$ cat src/rtl/bcd_pkg.sv
`timescale 1ns / 1ps
package bcd_pkg;

  localparam int unsigned Entries    = 64;
  localparam int unsigned BlockBytes = 512;
  localparam int unsigned AddrBits   = 48;
  localparam int unsigned IdxW       = $clog2(Entries);
  localparam int unsigned OffW       = $clog2(BlockBytes);
  localparam int unsigned TagW       = AddrBits - OffW;
  localparam int unsigned RankW      = $clog2(Entries + 1);
  localparam int unsigned QDepth     = 2;

  typedef enum logic [1:0] {
    CMD_GET     = 2'd0,
    CMD_RELEASE = 2'd1,
    CMD_FLUSH   = 2'd2,
    CMD_NONE    = 2'd3
  } cmd_e;

  typedef enum logic [1:0] {
    OP_GET  = 2'd0,
    OP_REL  = 2'd1,
    OP_IMM  = 2'd2
  } op_e;

  typedef struct packed {
    op_e              op;
    logic [TagW-1:0]  tag;
    logic [IdxW-1:0]  idx;
    logic             use_held;
    logic             dirty;
    logic             status;
  } job_t;

  typedef struct packed {
    logic                status;
    logic [IdxW-1:0]     slot;
    logic                hit;
    logic                fill;
    logic                wb;
    logic [AddrBits-1:0] pos;
  } res_t;

endpackage

$ cat src/rtl/block_cache_lru_directory.sv
`timescale 1ns / 1ps
// Directory of a fully associative block cache with least-recently-released
// replacement.
// Input queue: push/full; a beat is taken when push is high and full
// is low. Fields: command, byte_position, slot_index, dirty.
// Result queue: empty/pop; the oldest result sits on the result ports
// while empty is low and leaves when pop is high.
// A front stage checks alignment and slot range and queues up to two
// commands; a back sequencer walks all 64 entries once (reads are registered)
// to search tags, find a free slot, count ranks and pick the victim, then (for
// release, and for flush with a slot held) walks them again to update ranks.
// Rejected and unused commands skip both walks.
// One command is executed at a time.
// Reset clears valid bits, per-entry rank-written flags and the hold; tags and
// rank storage need no clearing.
// A stalled result holds in its register; the back part waits for it to
// drain, and the front keeps taking beats until its queue fills.
module block_cache_lru_directory import bcd_pkg::*; (
  input  logic                clk_i,
  input  logic                rst_ni,
  input  logic                push,
  output logic                full,
  input  logic [1:0]          command_i,
  input  logic [47:0]         byte_position_i,
  input  logic [5:0]          slot_index_i,
  input  logic                dirty_i,
  output logic                empty,
  input  logic                pop,
  output logic                status_o,
  output logic [5:0]          slot_o,
  output logic                hit_o,
  output logic                fill_request_o,
  output logic                writeback_request_o,
  output logic [47:0]         device_position_o
);

  logic job_valid, job_pop, res_valid;
  job_t job;
  res_t res;

  bcd_front u_front (
    .clk_i, .rst_ni, .push_i(push), .full_o(full), .command_i,
    .byte_position_i, .slot_index_i, .dirty_i,
    .job_valid_o(job_valid), .job_o(job), .job_pop_i(job_pop)
  );

  bcd_back u_back (
    .clk_i, .rst_ni, .job_valid_i(job_valid), .job_i(job), .job_pop_o(job_pop),
    .res_valid_o(res_valid), .res_o(res), .res_pop_i(pop)
  );

  assign empty               = !res_valid;
  assign status_o            = res.status;
  assign slot_o              = res.slot;
  assign hit_o               = res.hit;
  assign fill_request_o      = res.fill;
  assign writeback_request_o = res.wb;
  assign device_position_o   = res.pos;

endmodule

$ cat src/rtl/bcd_front.sv
`timescale 1ns / 1ps
module bcd_front import bcd_pkg::*; (
  input  logic                clk_i,
  input  logic                rst_ni,
  input  logic                push_i,
  output logic                full_o,
  input  logic [1:0]          command_i,
  input  logic [AddrBits-1:0] byte_position_i,
  input  logic [5:0]          slot_index_i,
  input  logic                dirty_i,
  output logic                job_valid_o,
  output job_t                job_o,
  input  logic                job_pop_i
);

  job_t          mem_q [QDepth];
  logic          wp_q, wp_d, rp_q, rp_d;
  logic [1:0]    cnt_q, cnt_d;
  job_t          job_in;
  logic          acc;

  assign full_o = (cnt_q == 2'(QDepth));
  assign acc    = push_i && !full_o;

  always_comb begin
    job_in          = '0;
    job_in.tag      = byte_position_i[AddrBits-1:OffW];
    job_in.idx      = IdxW'(slot_index_i);
    job_in.dirty    = dirty_i;
    case (cmd_e'(command_i))
      CMD_GET: begin
        if (byte_position_i[OffW-1:0] != '0) begin
          job_in.op     = OP_IMM;
          job_in.status = 1'b1;
          job_in.idx    = '0;
        end else begin
          job_in.op = OP_GET;
        end
      end
      CMD_RELEASE: begin
        if (32'(slot_index_i) >= Entries) begin
          job_in.op     = OP_IMM;
          job_in.status = 1'b1;
        end else begin
          job_in.op = OP_REL;
        end
      end
      CMD_FLUSH: begin
        job_in.op       = OP_REL;
        job_in.use_held = 1'b1;
        job_in.dirty    = 1'b1;
      end
      default: begin
        job_in.op  = OP_IMM;
        job_in.idx = '0;
      end
    endcase
  end

  assign job_valid_o = (cnt_q != '0);
  assign job_o       = mem_q[rp_q];

  always_comb begin
    wp_d  = wp_q + 1'(acc);
    rp_d  = rp_q + 1'(job_pop_i);
    cnt_d = cnt_q + 2'(acc) - 2'(job_pop_i);
  end

  always_ff @(posedge clk_i) begin
    if (acc) mem_q[wp_q] <= job_in;
  end

  always_ff @(posedge clk_i or negedge rst_ni) begin
    if (!rst_ni) begin
      wp_q <= 1'b0; rp_q <= 1'b0; cnt_q <= '0;
    end else begin
      wp_q <= wp_d; rp_q <= rp_d; cnt_q <= cnt_d;
    end
  end

endmodule

$ cat src/rtl/bcd_back.sv
`timescale 1ns / 1ps
module bcd_back import bcd_pkg::*; (
  input  logic clk_i,
  input  logic rst_ni,
  input  logic job_valid_i,
  input  job_t job_i,
  output logic job_pop_o,
  output logic res_valid_o,
  output res_t res_o,
  input  logic res_pop_i
);

  typedef enum logic [4:0] {
    S_IDLE   = 5'b00001,
    S_SCAN   = 5'b00010,
    S_APPLY  = 5'b00100,
    S_RANK   = 5'b01000,
    S_OUT    = 5'b10000
  } state_e;

  state_e              state_q, state_d;
  logic [TagW-1:0]     tag_mem [Entries];
  logic [RankW-1:0]    rank_mem [Entries];
  logic [TagW-1:0]     tag_rd_q;
  logic [RankW-1:0]    rank_rd_q;
  logic [Entries-1:0]  valid_q, valid_d;
  logic [Entries-1:0]  ranked_q, ranked_d;
  logic                held_v_q, held_v_d;
  logic [IdxW-1:0]     held_q, held_d;
  job_t                job_q, job_d;
  logic [IdxW-1:0]     ptr_q, ptr_d, p_q;
  logic                pv_q, pv_d;
  logic                hit_q, hit_d, free_q, free_d;
  logic [IdxW-1:0]     hit_idx_q, hit_idx_d, free_idx_q, free_idx_d;
  logic [IdxW-1:0]     min_idx_q, min_idx_d;
  logic [RankW-1:0]    min_q, min_d, n_q, n_d, old_q, old_d;
  logic [TagW-1:0]     wb_tag_q, wb_tag_d;
  logic [IdxW-1:0]     s_q, s_d;
  res_t                res_q, res_d;
  logic                res_v_q, res_v_d;
  logic [IdxW-1:0]     rd_idx, rd_addr, victim;
  logic [RankW-1:0]    rank_cur, rank_wd;
  logic                last, tag_we, rank_we;

  assign last        = (p_q == IdxW'(Entries - 1));
  assign res_valid_o = res_v_q;
  assign res_o       = res_q;
  assign job_pop_o   = (state_q == S_IDLE) && job_valid_i && !res_v_q;
  assign rd_idx      = job_i.use_held ? held_q : job_i.idx;
  assign rd_addr     = (state_q == S_IDLE) ? rd_idx : ptr_q;
  assign rank_cur    = ranked_q[p_q] ? rank_rd_q : '0;
  assign victim      = free_q ? free_idx_q : min_idx_q;

  always_comb begin
    state_d    = state_q;
    valid_d    = valid_q;
    ranked_d   = ranked_q;
    held_v_d   = held_v_q;
    held_d     = held_q;
    job_d      = job_q;
    ptr_d      = ptr_q;
    pv_d       = pv_q;
    hit_d      = hit_q;
    free_d     = free_q;
    hit_idx_d  = hit_idx_q;
    free_idx_d = free_idx_q;
    min_idx_d  = min_idx_q;
    min_d      = min_q;
    n_d        = n_q;
    old_d      = old_q;
    wb_tag_d   = wb_tag_q;
    s_d        = s_q;
    res_d      = res_q;
    res_v_d    = res_v_q;
    tag_we     = 1'b0;
    rank_we    = 1'b0;
    rank_wd    = '0;
    if (res_v_q && res_pop_i) res_v_d = 1'b0;
    case (state_q)
      S_IDLE: begin
        ptr_d     = '0;
        pv_d      = 1'b0;
        hit_d     = 1'b0;
        free_d    = 1'b0;
        n_d       = '0;
        min_d     = '1;
        min_idx_d = '0;
        s_d       = rd_idx;
        if (job_pop_o) begin
          job_d   = job_i;
          state_d = (job_i.op == OP_IMM) ? S_OUT : S_SCAN;
        end
      end
      S_SCAN: begin
        ptr_d = ptr_q + IdxW'(1);
        pv_d  = 1'b1;
        if (!pv_q) begin
          old_d    = rank_cur;
          wb_tag_d = tag_rd_q;
        end else begin
          if (rank_cur != '0) n_d = n_q + RankW'(1);
          if (!hit_q && valid_q[p_q] && tag_rd_q == job_q.tag) begin
            hit_d     = 1'b1;
            hit_idx_d = p_q;
          end
          if (!free_q && !valid_q[p_q]) begin
            free_d     = 1'b1;
            free_idx_d = p_q;
          end
          if (rank_cur < min_q) begin
            min_d     = rank_cur;
            min_idx_d = p_q;
          end
          if (last) state_d = S_APPLY;
        end
      end
      S_APPLY: begin
        ptr_d   = '0;
        pv_d    = 1'b0;
        res_d   = '0;
        state_d = S_OUT;
        if (job_q.op == OP_GET) begin
          held_v_d = 1'b1;
          if (hit_q) begin
            held_d    = hit_idx_q;
            res_d.slot = hit_idx_q;
            res_d.hit  = 1'b1;
          end else begin
            held_d          = victim;
            valid_d[victim] = 1'b1;
            tag_we          = 1'b1;
            res_d.slot      = victim;
            res_d.fill      = 1'b1;
            res_d.pos       = {job_q.tag, OffW'(0)};
          end
        end else if (!(job_q.use_held && !held_v_q)) begin
          held_v_d   = 1'b0;
          held_d     = '0;
          res_d.slot = s_q;
          if (job_q.dirty && valid_q[s_q]) begin
            res_d.wb  = 1'b1;
            res_d.pos = {wb_tag_q, OffW'(0)};
          end
          state_d = S_RANK;
        end
      end
      S_RANK: begin
        ptr_d = ptr_q + IdxW'(1);
        pv_d  = 1'b1;
        if (pv_q) begin
          if (p_q == s_q) begin
            rank_we       = 1'b1;
            rank_wd       = (old_q == '0) ? n_q + RankW'(1) : n_q;
            ranked_d[p_q] = 1'b1;
          end else if (old_q != '0 && rank_cur > old_q) begin
            rank_we = 1'b1;
            rank_wd = rank_cur - RankW'(1);
          end
          if (last) state_d = S_OUT;
        end
      end
      S_OUT: begin
        res_v_d = 1'b1;
        state_d = S_IDLE;
        if (job_q.op == OP_IMM) begin
          res_d        = '0;
          res_d.status = job_q.status;
          res_d.slot   = job_q.idx;
        end
      end
      default: state_d = S_IDLE;
    endcase
  end

  always_ff @(posedge clk_i) begin
    tag_rd_q  <= tag_mem[rd_addr];
    rank_rd_q <= rank_mem[rd_addr];
    if (tag_we) tag_mem[victim] <= job_q.tag;
    if (rank_we) rank_mem[p_q] <= rank_wd;
  end

  always_ff @(posedge clk_i or negedge rst_ni) begin
    if (!rst_ni) begin
      state_q    <= S_IDLE;
      valid_q    <= '0;
      ranked_q   <= '0;
      held_v_q   <= 1'b0;
      held_q     <= '0;
      job_q      <= '0;
      ptr_q      <= '0;
      p_q        <= '0;
      pv_q       <= 1'b0;
      hit_q      <= 1'b0;
      free_q     <= 1'b0;
      hit_idx_q  <= '0;
      free_idx_q <= '0;
      min_idx_q  <= '0;
      min_q      <= '0;
      n_q        <= '0;
      old_q      <= '0;
      wb_tag_q   <= '0;
      s_q        <= '0;
      res_q      <= '0;
      res_v_q    <= 1'b0;
    end else begin
      state_q    <= state_d;
      valid_q    <= valid_d;
      ranked_q   <= ranked_d;
      held_v_q   <= held_v_d;
      held_q     <= held_d;
      job_q      <= job_d;
      ptr_q      <= ptr_d;
      p_q        <= rd_addr;
      pv_q       <= pv_d;
      hit_q      <= hit_d;
      free_q     <= free_d;
      hit_idx_q  <= hit_idx_d;
      free_idx_q <= free_idx_d;
      min_idx_q  <= min_idx_d;
      min_q      <= min_d;
      n_q        <= n_d;
      old_q      <= old_d;
      wb_tag_q   <= wb_tag_d;
      s_q        <= s_d;
      res_q      <= res_d;
      res_v_q    <= res_v_d;
    end
  end

endmodule

$ cat config.mk
export PLATFORM = sky130hd
export DESIGN_NAME = block_cache_lru_directory
export DESIGN_NICKNAME = d
export VERILOG_FILES = /design/src/rtl/bcd_pkg.sv /design/src/rtl/block_cache_lru_directory.sv /design/src/rtl/bcd_front.sv /design/src/rtl/bcd_back.sv
export SDC_FILE = /design/constraint.sdc
export NUM_CORES = 2
export LEC_CHECK = 0
export ABC_AREA = 1
export ABC_CLOCK_PERIOD_IN_PS = 7500
export BUFFER_PORTS_ARGS = -buffer_cell sky130_fd_sc_hd__buf_2
export CAP_MARGIN = 10
export CORE_MARGIN = 3
export CORE_UTILIZATION = 35
export CTS_BUF_LIST = sky130_fd_sc_hd__clkbuf_8 sky130_fd_sc_hd__clkbuf_16
export DETAILED_ROUTE_END_ITERATION = 12
export SLEW_MARGIN = 10
export SYNTH_ARGS = -nofsm -noshare
export SYNTH_HDL_FRONTEND = slang
export SYNTH_SLANG_ARGS = --single-unit
export TNS_END_PERCENT = 100
$ cat constraint.sdc
create_clock -name clk_i -period 7.5 [get_ports clk_i]
set_clock_uncertainty 0.05 [all_clocks]
set_input_delay 1.5 -clock clk_i [delete_from_list [all_inputs] [get_ports clk_i]]
set_output_delay 1.5 -clock clk_i [all_outputs]
set_load 0.005 [all_outputs]
Word-level counts from Yosys, hierarchy flattened
Memories as Yosys holds them, arrays and structs flattened. A register that Yosys moved wholly into a read port is not among the register bits.
Index checks and enable logic that the tools add are counted.
{ "op_classes": {"order_cmp": 7, "n_eq_ne": 24, "muxes": 83, "bitwise": 4, "add_sub_neg": 7, "n_reduce_logical": 45} }
{ "ops": {"columns": ["op", "n"], "rows": [
  ["$or A64 B64 Y64", 2],
  ["$pmux W58 S2", 1],
  ["$mux W49", 2],
  ["$mux W48", 2],
  ["$mux W7", 10],
  ["$mux W6", 11],
  ["$mux W58", 1],
  ["$mux W5", 8],
  ["$eq A39 B39 Y1", 1],
  ["$pmux W6 S2", 3],
  ["$mux W1", 30],
  ["$pmux W7 S2", 2],
  ["$reduce_and A3 Y1", 8],
  ["$lt A6 B7 Y1 const B", 3],
  ["$ne A2 B1 Y1 const B", 10],
  ["$pmux W5 S4", 1],
  ["$bmux W1 S6", 3],
  ["$reduce_bool A7 Y1", 2],
  ["$demux W1 S6", 2],
  ["$ge A6 B1 Y1 const B", 2],
  ["$logic_and A1 B1 Y1", 12],
  ["$reduce_bool A2 Y1", 5],
  ["$reduce_bool A9 Y1", 1],
  ["$eq A2 B2 Y1 const B", 4],
  ["other kinds (27)", 44]
]} }
{ "word_totals": {"word_cells": 207, "mem_bits_rw": 3044, "output_inout_bits": 60, "register_bits": 352, "n_memories": 3} }
{ "mem_list": {"columns": ["name", "depth", "word_bits", "read_ports", "rd_clocked_by_memory_dff", "wr", "line_no", "source"], "rows": [
  ["u_back.tag_mem", 64, 39, 1, 1, 1, "bcd_back.sv:22", "logic [TagW-1:0] tag_mem [Entries];"],
  ["u_back.rank_mem", 64, 7, 1, 1, 1, "bcd_back.sv:23", "logic [RankW-1:0] rank_mem [Entries];"],
  ["u_front.mem_q", 2, 50, 1, 0, 1, "bcd_front.sv:16", "job_t mem_q [QDepth];"]
]} }

Logic depth before layout (Yosys ltp)
{ "depth": {"word_depth": 11, "depth_mapped": 27} }

By module
Synthesis repeated with hierarchy kept, for this count alone.
{ "unflattened": {"cells_unflattened": 11271, "area_unflattened_um2": 141025.3} }
{ "by_module_without_submodules": {"columns": ["mod", "seq_area_each_um2", "cells_per_inst", "instances", "area_each_um2"], "rows": [
  ["bcd_back", 97810.1, 11064, 1, 136822.5],
  ["bcd_front", 3103.0, 206, 1, 4199.0],
  ["block_cache_lru_directory", 0.0, 1, 1, 3.8]
]} }

Worst setup path before layout
OpenSTA, ideal clock, no wires.
{ "synth_path": {"kind": "flip-flop to flip-flop", "startpoint": "reg u_back.p_q[0]", "endpoint": "mem u_back.rank_mem[0][0] in the netlist's numbering (data pin)", "path_slack_ps": 1367, "required_time_ps": 6729, "arrival_ps": 5362, "synth_period_minus_slack_ps": 6133, "path_stages_with_launch": 22, "setup_ps": 721, "cell_sequence": "dfrtp_1 buf_6 buf_2 o211ai_1 nand2_1 o21ai_1 nand2_1 nor2_2 nand2_4 nand2_2 inv_1 ha_1 nand2_1 o21ai_0 a21oi_1 o21ai_0 a21oi_1 nand3b_1 nand2_1 inv_1 buf_2 a211oi_1"} }
{ "synth_via": {"elab_chain_len": 9, "elab_cells_between_ends": 11, "cone_classes": "add/sub: 1; order compare: 1; eq/ne: 1; mux: 7; reduce/logical: 1"} }
{ "synth_rtl": {"columns": ["item", "line_no", "source"], "rows": [
  ["start: declaration", "bcd_back.sv:31", "logic [IdxW-1:0] ptr_q, ptr_d, p_q;"],
  ["start signal: assignment", "bcd_back.sv:213", "p_q <= rd_addr;"],
  ["$bmux W1 S6", "bcd_back.sv:51", "assign rank_cur = ranked_q[p_q] ? rank_rd_q : '0;"],
  ["$mux W1 (implied by the code)", "bcd_back.sv:51", null],
  ["$mux W7", "bcd_back.sv:51", null],
  ["net u_back.rank_cur[2]", "bcd_back.sv:42", "logic [RankW-1:0] rank_cur, rank_wd;"],
  ["$gt A7 B7 Y1", "bcd_back.sv:155", "end else if (old_q != '0 && rank_cur > old_q) begin"],
  ["$logic_and A1 B1 Y1", "bcd_back.sv:155", null],
  ["$mux W7", "bcd_back.sv:155", null],
  ["$mux W7", "bcd_back.sv:151", "if (p_q == s_q) begin"],
  ["$mux W7", "bcd_back.sv:150", "if (pv_q) begin"],
  ["$mux W7", "bcd_back.sv:79", "case (state_q)"],
  ["net u_back.rank_wd[0]", "bcd_back.sv:42", null],
  ["end: declaration", "bcd_back.sv:23", null]
]} }
The timed path passes the listed nets, and every way through them passes these cells. The select of a mux whose other input is x is not followed.

Worst setup path in the final report
{ "layout_path": {"startpoint": "reg u_back.p_q[0]", "endpoint": "mem u_back.rank_mem[39][2] in the netlist's numbering (data pin)"} }
{ "layout_via": {"elab_chain_len": 9, "elab_cells_between_ends": 11, "cone_classes": "add/sub: 1; order compare: 1; eq/ne: 1; mux: 7; reduce/logical: 1"} }
{ "layout_rtl": {"columns": ["item", "line_no"], "rows": [
  ["$bmux W1 S6 (*)", "bcd_back.sv:51"],
  ["$mux W1 (implied by the code) (*)", "bcd_back.sv:51"],
  ["$mux W7 (*)", "bcd_back.sv:51"],
  ["net u_back.rank_cur[2]", "bcd_back.sv:42"],
  ["$gt A7 B7 Y1", "bcd_back.sv:155"],
  ["$logic_and A1 B1 Y1", "bcd_back.sv:155"],
  ["$mux W7 (*)", "bcd_back.sv:155"],
  ["$mux W7 (*)", "bcd_back.sv:151"],
  ["$mux W7 (*)", "bcd_back.sv:150"],
  ["$mux W7 (*)", "bcd_back.sv:79"],
  ["net u_back.rank_wd[2]", "bcd_back.sv:42"]
]} }
Mark *: on every way through the listed nets, which the timed path passes. The rest lies on a longest branch. The select of a mux whose other input is x is not followed.

==> metrics.cfg <==
[critical_path]
path_cells = buf_4 > nand2_1 > nand3_1 > nand2_1 > o21ai_1 > nand2_1 > nor2_2 > nand2_4 > nand2_2 > inv_1 > ha_1 > a21oi_1 > o21ai_0 > a21oi_1 > o21ai_0 > a21oi_1 > nand3b_1 > nand2_1 > nand3_1 > clkinv_2 > buf_4
critPathMaxStageDelay_ns = 0.93
critical_path_class = reg -> reg
startpoint_type = flip-flop
path_delay_family = buffers and inverters
regToRegEndpoint = u_back.rank_mem[39][2]$_DFFE_PP_
end_kind = flip-flop
cpMaxStageDelayCell = dfrtp_1
crit_buf_inv = 4
r2r-start = u_back.p_q[0]$_DFF_PN0_
cp.required_ns = 7.98
cp.arrival_ns = 5.81
path_common_cell = nand2_1
cp_max_fo = 38
reg2reg_slack_ns = 2.17
worstRegToRegCells = 21

[worst_hold_path]
worstHoldPathCells = 2
hp-start = u_back.ranked_q[34]$_DFFE_PN0P_
hold_end = u_back.ranked_q[34]$_DFFE_PN0P_
hp-class = reg -> reg

[power_and_ir_drop]
ir_drop_uv = 546.2
sw_frac_of_total_pct = 41.89
p_seq_share_pct = 34.8
combPwrFrac_pct = 41.9
p_per_area_nw_per_um2 = 456.3
power.internal_uw = 41870
p_leak_uw = 0.05307
switchingPower_uw = 30180
clockPowerShare_pct = 23.4

[sta]
tightest_slew_ns = 1.214
period_needed_ns = 5.326
drv_slew = 0
final-hold-violation-count = 0
max_freq_mhz = 187.7
fin_crit_sh_pct = 71.02
tns_ns = 0
setup_viol = 0
rsz0062_at_grt = no
slew_headroom_pct = 18.85

[logic_synthesis]
avgSynthCellArea_um2 = 13.31
synth_warnings = 0
yosys_register_bits = 3433
ys_types = 61
ys_seq_area_share_pct = 71.79
synthArstFlopShare_pct = 9.991
ys.flop_type = edfxtp_1
syn_area_um2 = 140600
postSynthCellCount = 10570
synth_edf_count = 3044

[clock_tree]
post_cts_resized = 0
clock_path_buffers = 4
cts_hold_buf = 0
htree_num_levels = 5
cts_setup_buffers = 0
path_clk_slew_ns = 0.07
cts_buffers = 346
worstSkewPairLatency_ns = 0.89
cts_tree = done
root_buffer = clkbuf_16
cts_sinks = 3433

[routing]
drc = 0
first_pass_iters = 6
routedWlPerCell_um = 26.44
num_vias = 88750
drtIter0Drc = 11610
viasPerCell = 5.539
drtAntennaViolNets = 0
drt_wl_total_um = 423600

[die]
io_pins = 121
start_util_pct = 35.17
die_h_um = 639.8
num_rows = 232
core-area_um2 = 399700
dieArea_um2 = 409300
die_w_um = 639.8

[cells_and_area]
nets = 10570
most-common-layout-cells = edfxtp_1, o211ai_1, nand3_1, nand2_1, or2_2
final_common_cell = edfxtp_1
drive_gt1_share_pct = 14.95
utilization_pct = 39.51
area_delta_synth_final_pct = 12.34

[grt]
antenna_found_initial = 25
overflow = 0
grt_first_pass_wirelength_um = 604300
groute.usage.overall_pct = 20.03
grt_pass1_vias = 84650
grt_start_max_net_pins = 218

[run_status]
status = completed

[placement]
gp_congestion = 0.8981
dpl.hpwl_um = 232100
portBuffers = 111

[job]
maxCapViolations = 0

-- layout make-up --
cell class,instances,area (µm²)
fill,36790,241800
sequential,3433,101000
multi-input combinational,5926,35040
clock buffer,375,9159
tap,5265,6588
timing repair buffer,326,2618
inverter,455,1772
clock inverter,240,1767
antenna,3,7.507
-- worst max-delay path by stage --
stage                                       start                               end  slack [ns]  cells past startpoint
after floorplan           u_back.p_q[0]$_DFF_PN0_   u_back.rank_mem[0][0]$_DFFE_PP_        1.37                     21
final                     u_back.p_q[0]$_DFF_PN0_  u_back.rank_mem[39][2]$_DFFE_PP_        2.17                     21
after global placement    u_back.p_q[0]$_DFF_PN0_  u_back.rank_mem[38][2]$_DFFE_PP_        2.33                     24
after CTS                 u_back.p_q[0]$_DFF_PN0_  u_back.rank_mem[38][6]$_DFFE_PP_        2.30                     21
after detailed placement  u_back.p_q[0]$_DFF_PN0_  u_back.rank_mem[54][2]$_DFFE_PP_        2.36                     21
after global routing      u_back.p_q[0]$_DFF_PN0_  u_back.rank_mem[39][2]$_DFFE_PP_        1.85                     24
-- layer usage --
layer | share of wire, % | vias up | routed length (µm) | GRT usage, %
li1 | - | 39150 | - | -
met1 | 41 | 44860 | 175500 | 27.76
met2 | 45 | 3975 | 192500 | 31.15
met3 | 8.8 | 754 | 37410 | 3.582
met4 | 4.3 | 8 | 18030 | 8.032
met5 | 0.023 | - | 96 | 0
-- synthesized netlist by cell type (11+ instances only) --
master / count / area share [%]
buf_6: 16 / 0.13
nand4_1: 19 / 0.085
dfrtp_1: 342 / 6.1
a31oi_1: 46 / 0.20
inv_2: 16 / 0.043
or2_0: 292 / 1.3
or2_2: 625 / 2.8
o21bai_1: 71 / 0.38
nand3_1: 1352 / 4.8
nand2_1: 682 / 1.8
clkbuf_2: 18 / 0.064
o21ai_0: 386 / 1.4
edfxtp_1: 3044 / 65
buf_1: 23 / 0.061
ha_1: 23 / 0.20
buf_2: 355 / 1.3
o211ai_1: 1435 / 7.7
a21oi_1: 68 / 0.24
nor2_1: 341 / 0.91
or2_1: 347 / 1.5
inv_1: 430 / 1.1
dfxtp_1: 46 / 0.66
o21ai_1: 64 / 0.23
xor2_1: 23 / 0.14
clkbuf_1: 319 / 0.85
nor3_1: 11 / 0.039
o22ai_1: 50 / 0.22
buf_4: 27 / 0.14
-- metrics by stage --
stage          instance area [µm²]  setup slack (ns)  power [µW]  hold slack (ns)  instances
6_report                    157900             2.174       72060           0.4120      16020
5_1_grt                     157900             1.851       75450           0.4407      16020
4_1_cts                     157900             2.303       72050           0.4112      16020
3_5_place_dp                147000             2.362       55300           0.3969      15400
3_3_place_gp                147000             2.332       55110           0.3896      15400
2_1_floorplan               140600             1.367       44250           0.3740      10570
-- kinds of logic after synthesis --
family,synth area share (%)
buffers and inverters,3.748
and+or+nand+nor,13.57
adders and majority gates,0.2047
other,0.002668
AOI/OAI and AO/OA,10.47
DFF,71.79
muxes,0.05073
xor gates and xnor gates,0.1682
-- sequential cells by signal, indices dropped and copies added, names as in the netlist, 49 cells and up --
register	count
u_back.job_q	50
u_front.mem_q	100
u_back.valid_q	64
u_back.tag_mem	2496
u_back.ranked_q	64
u_back.rank_mem	448
u_back.res_o	49
-- worst reg2reg max path: stages, from the launching register on --
cell,delay (ns)
dfrtp_1,0.93
buf_4,0.35
nand2_1,0.08
nand3_1,0.08
nand2_1,0.07
o21ai_1,0.14
nand2_1,0.10
nor2_2,0.18
nand2_4,0.11
nand2_2,0.14
inv_1,0.10
ha_1,0.32
a21oi_1,0.13
o21ai_0,0.09
a21oi_1,0.13
o21ai_0,0.10
a21oi_1,0.12
nand3b_1,0.14
nand2_1,0.17
nand3_1,0.21
clkinv_2,0.65
buf_4,0.57
-- power by group through the flow --
stage	Sequential, µW	Clock (µW)	Combinational, µW
after floorplan	25400	0	18900
after global placement	25400	0	29700
after detailed placement	25400	0	29900
after CTS	25000	17100	30000
after global routing	25100	17800	32600
final	25000	16900	30200
(Power assumes the default switching activity.)
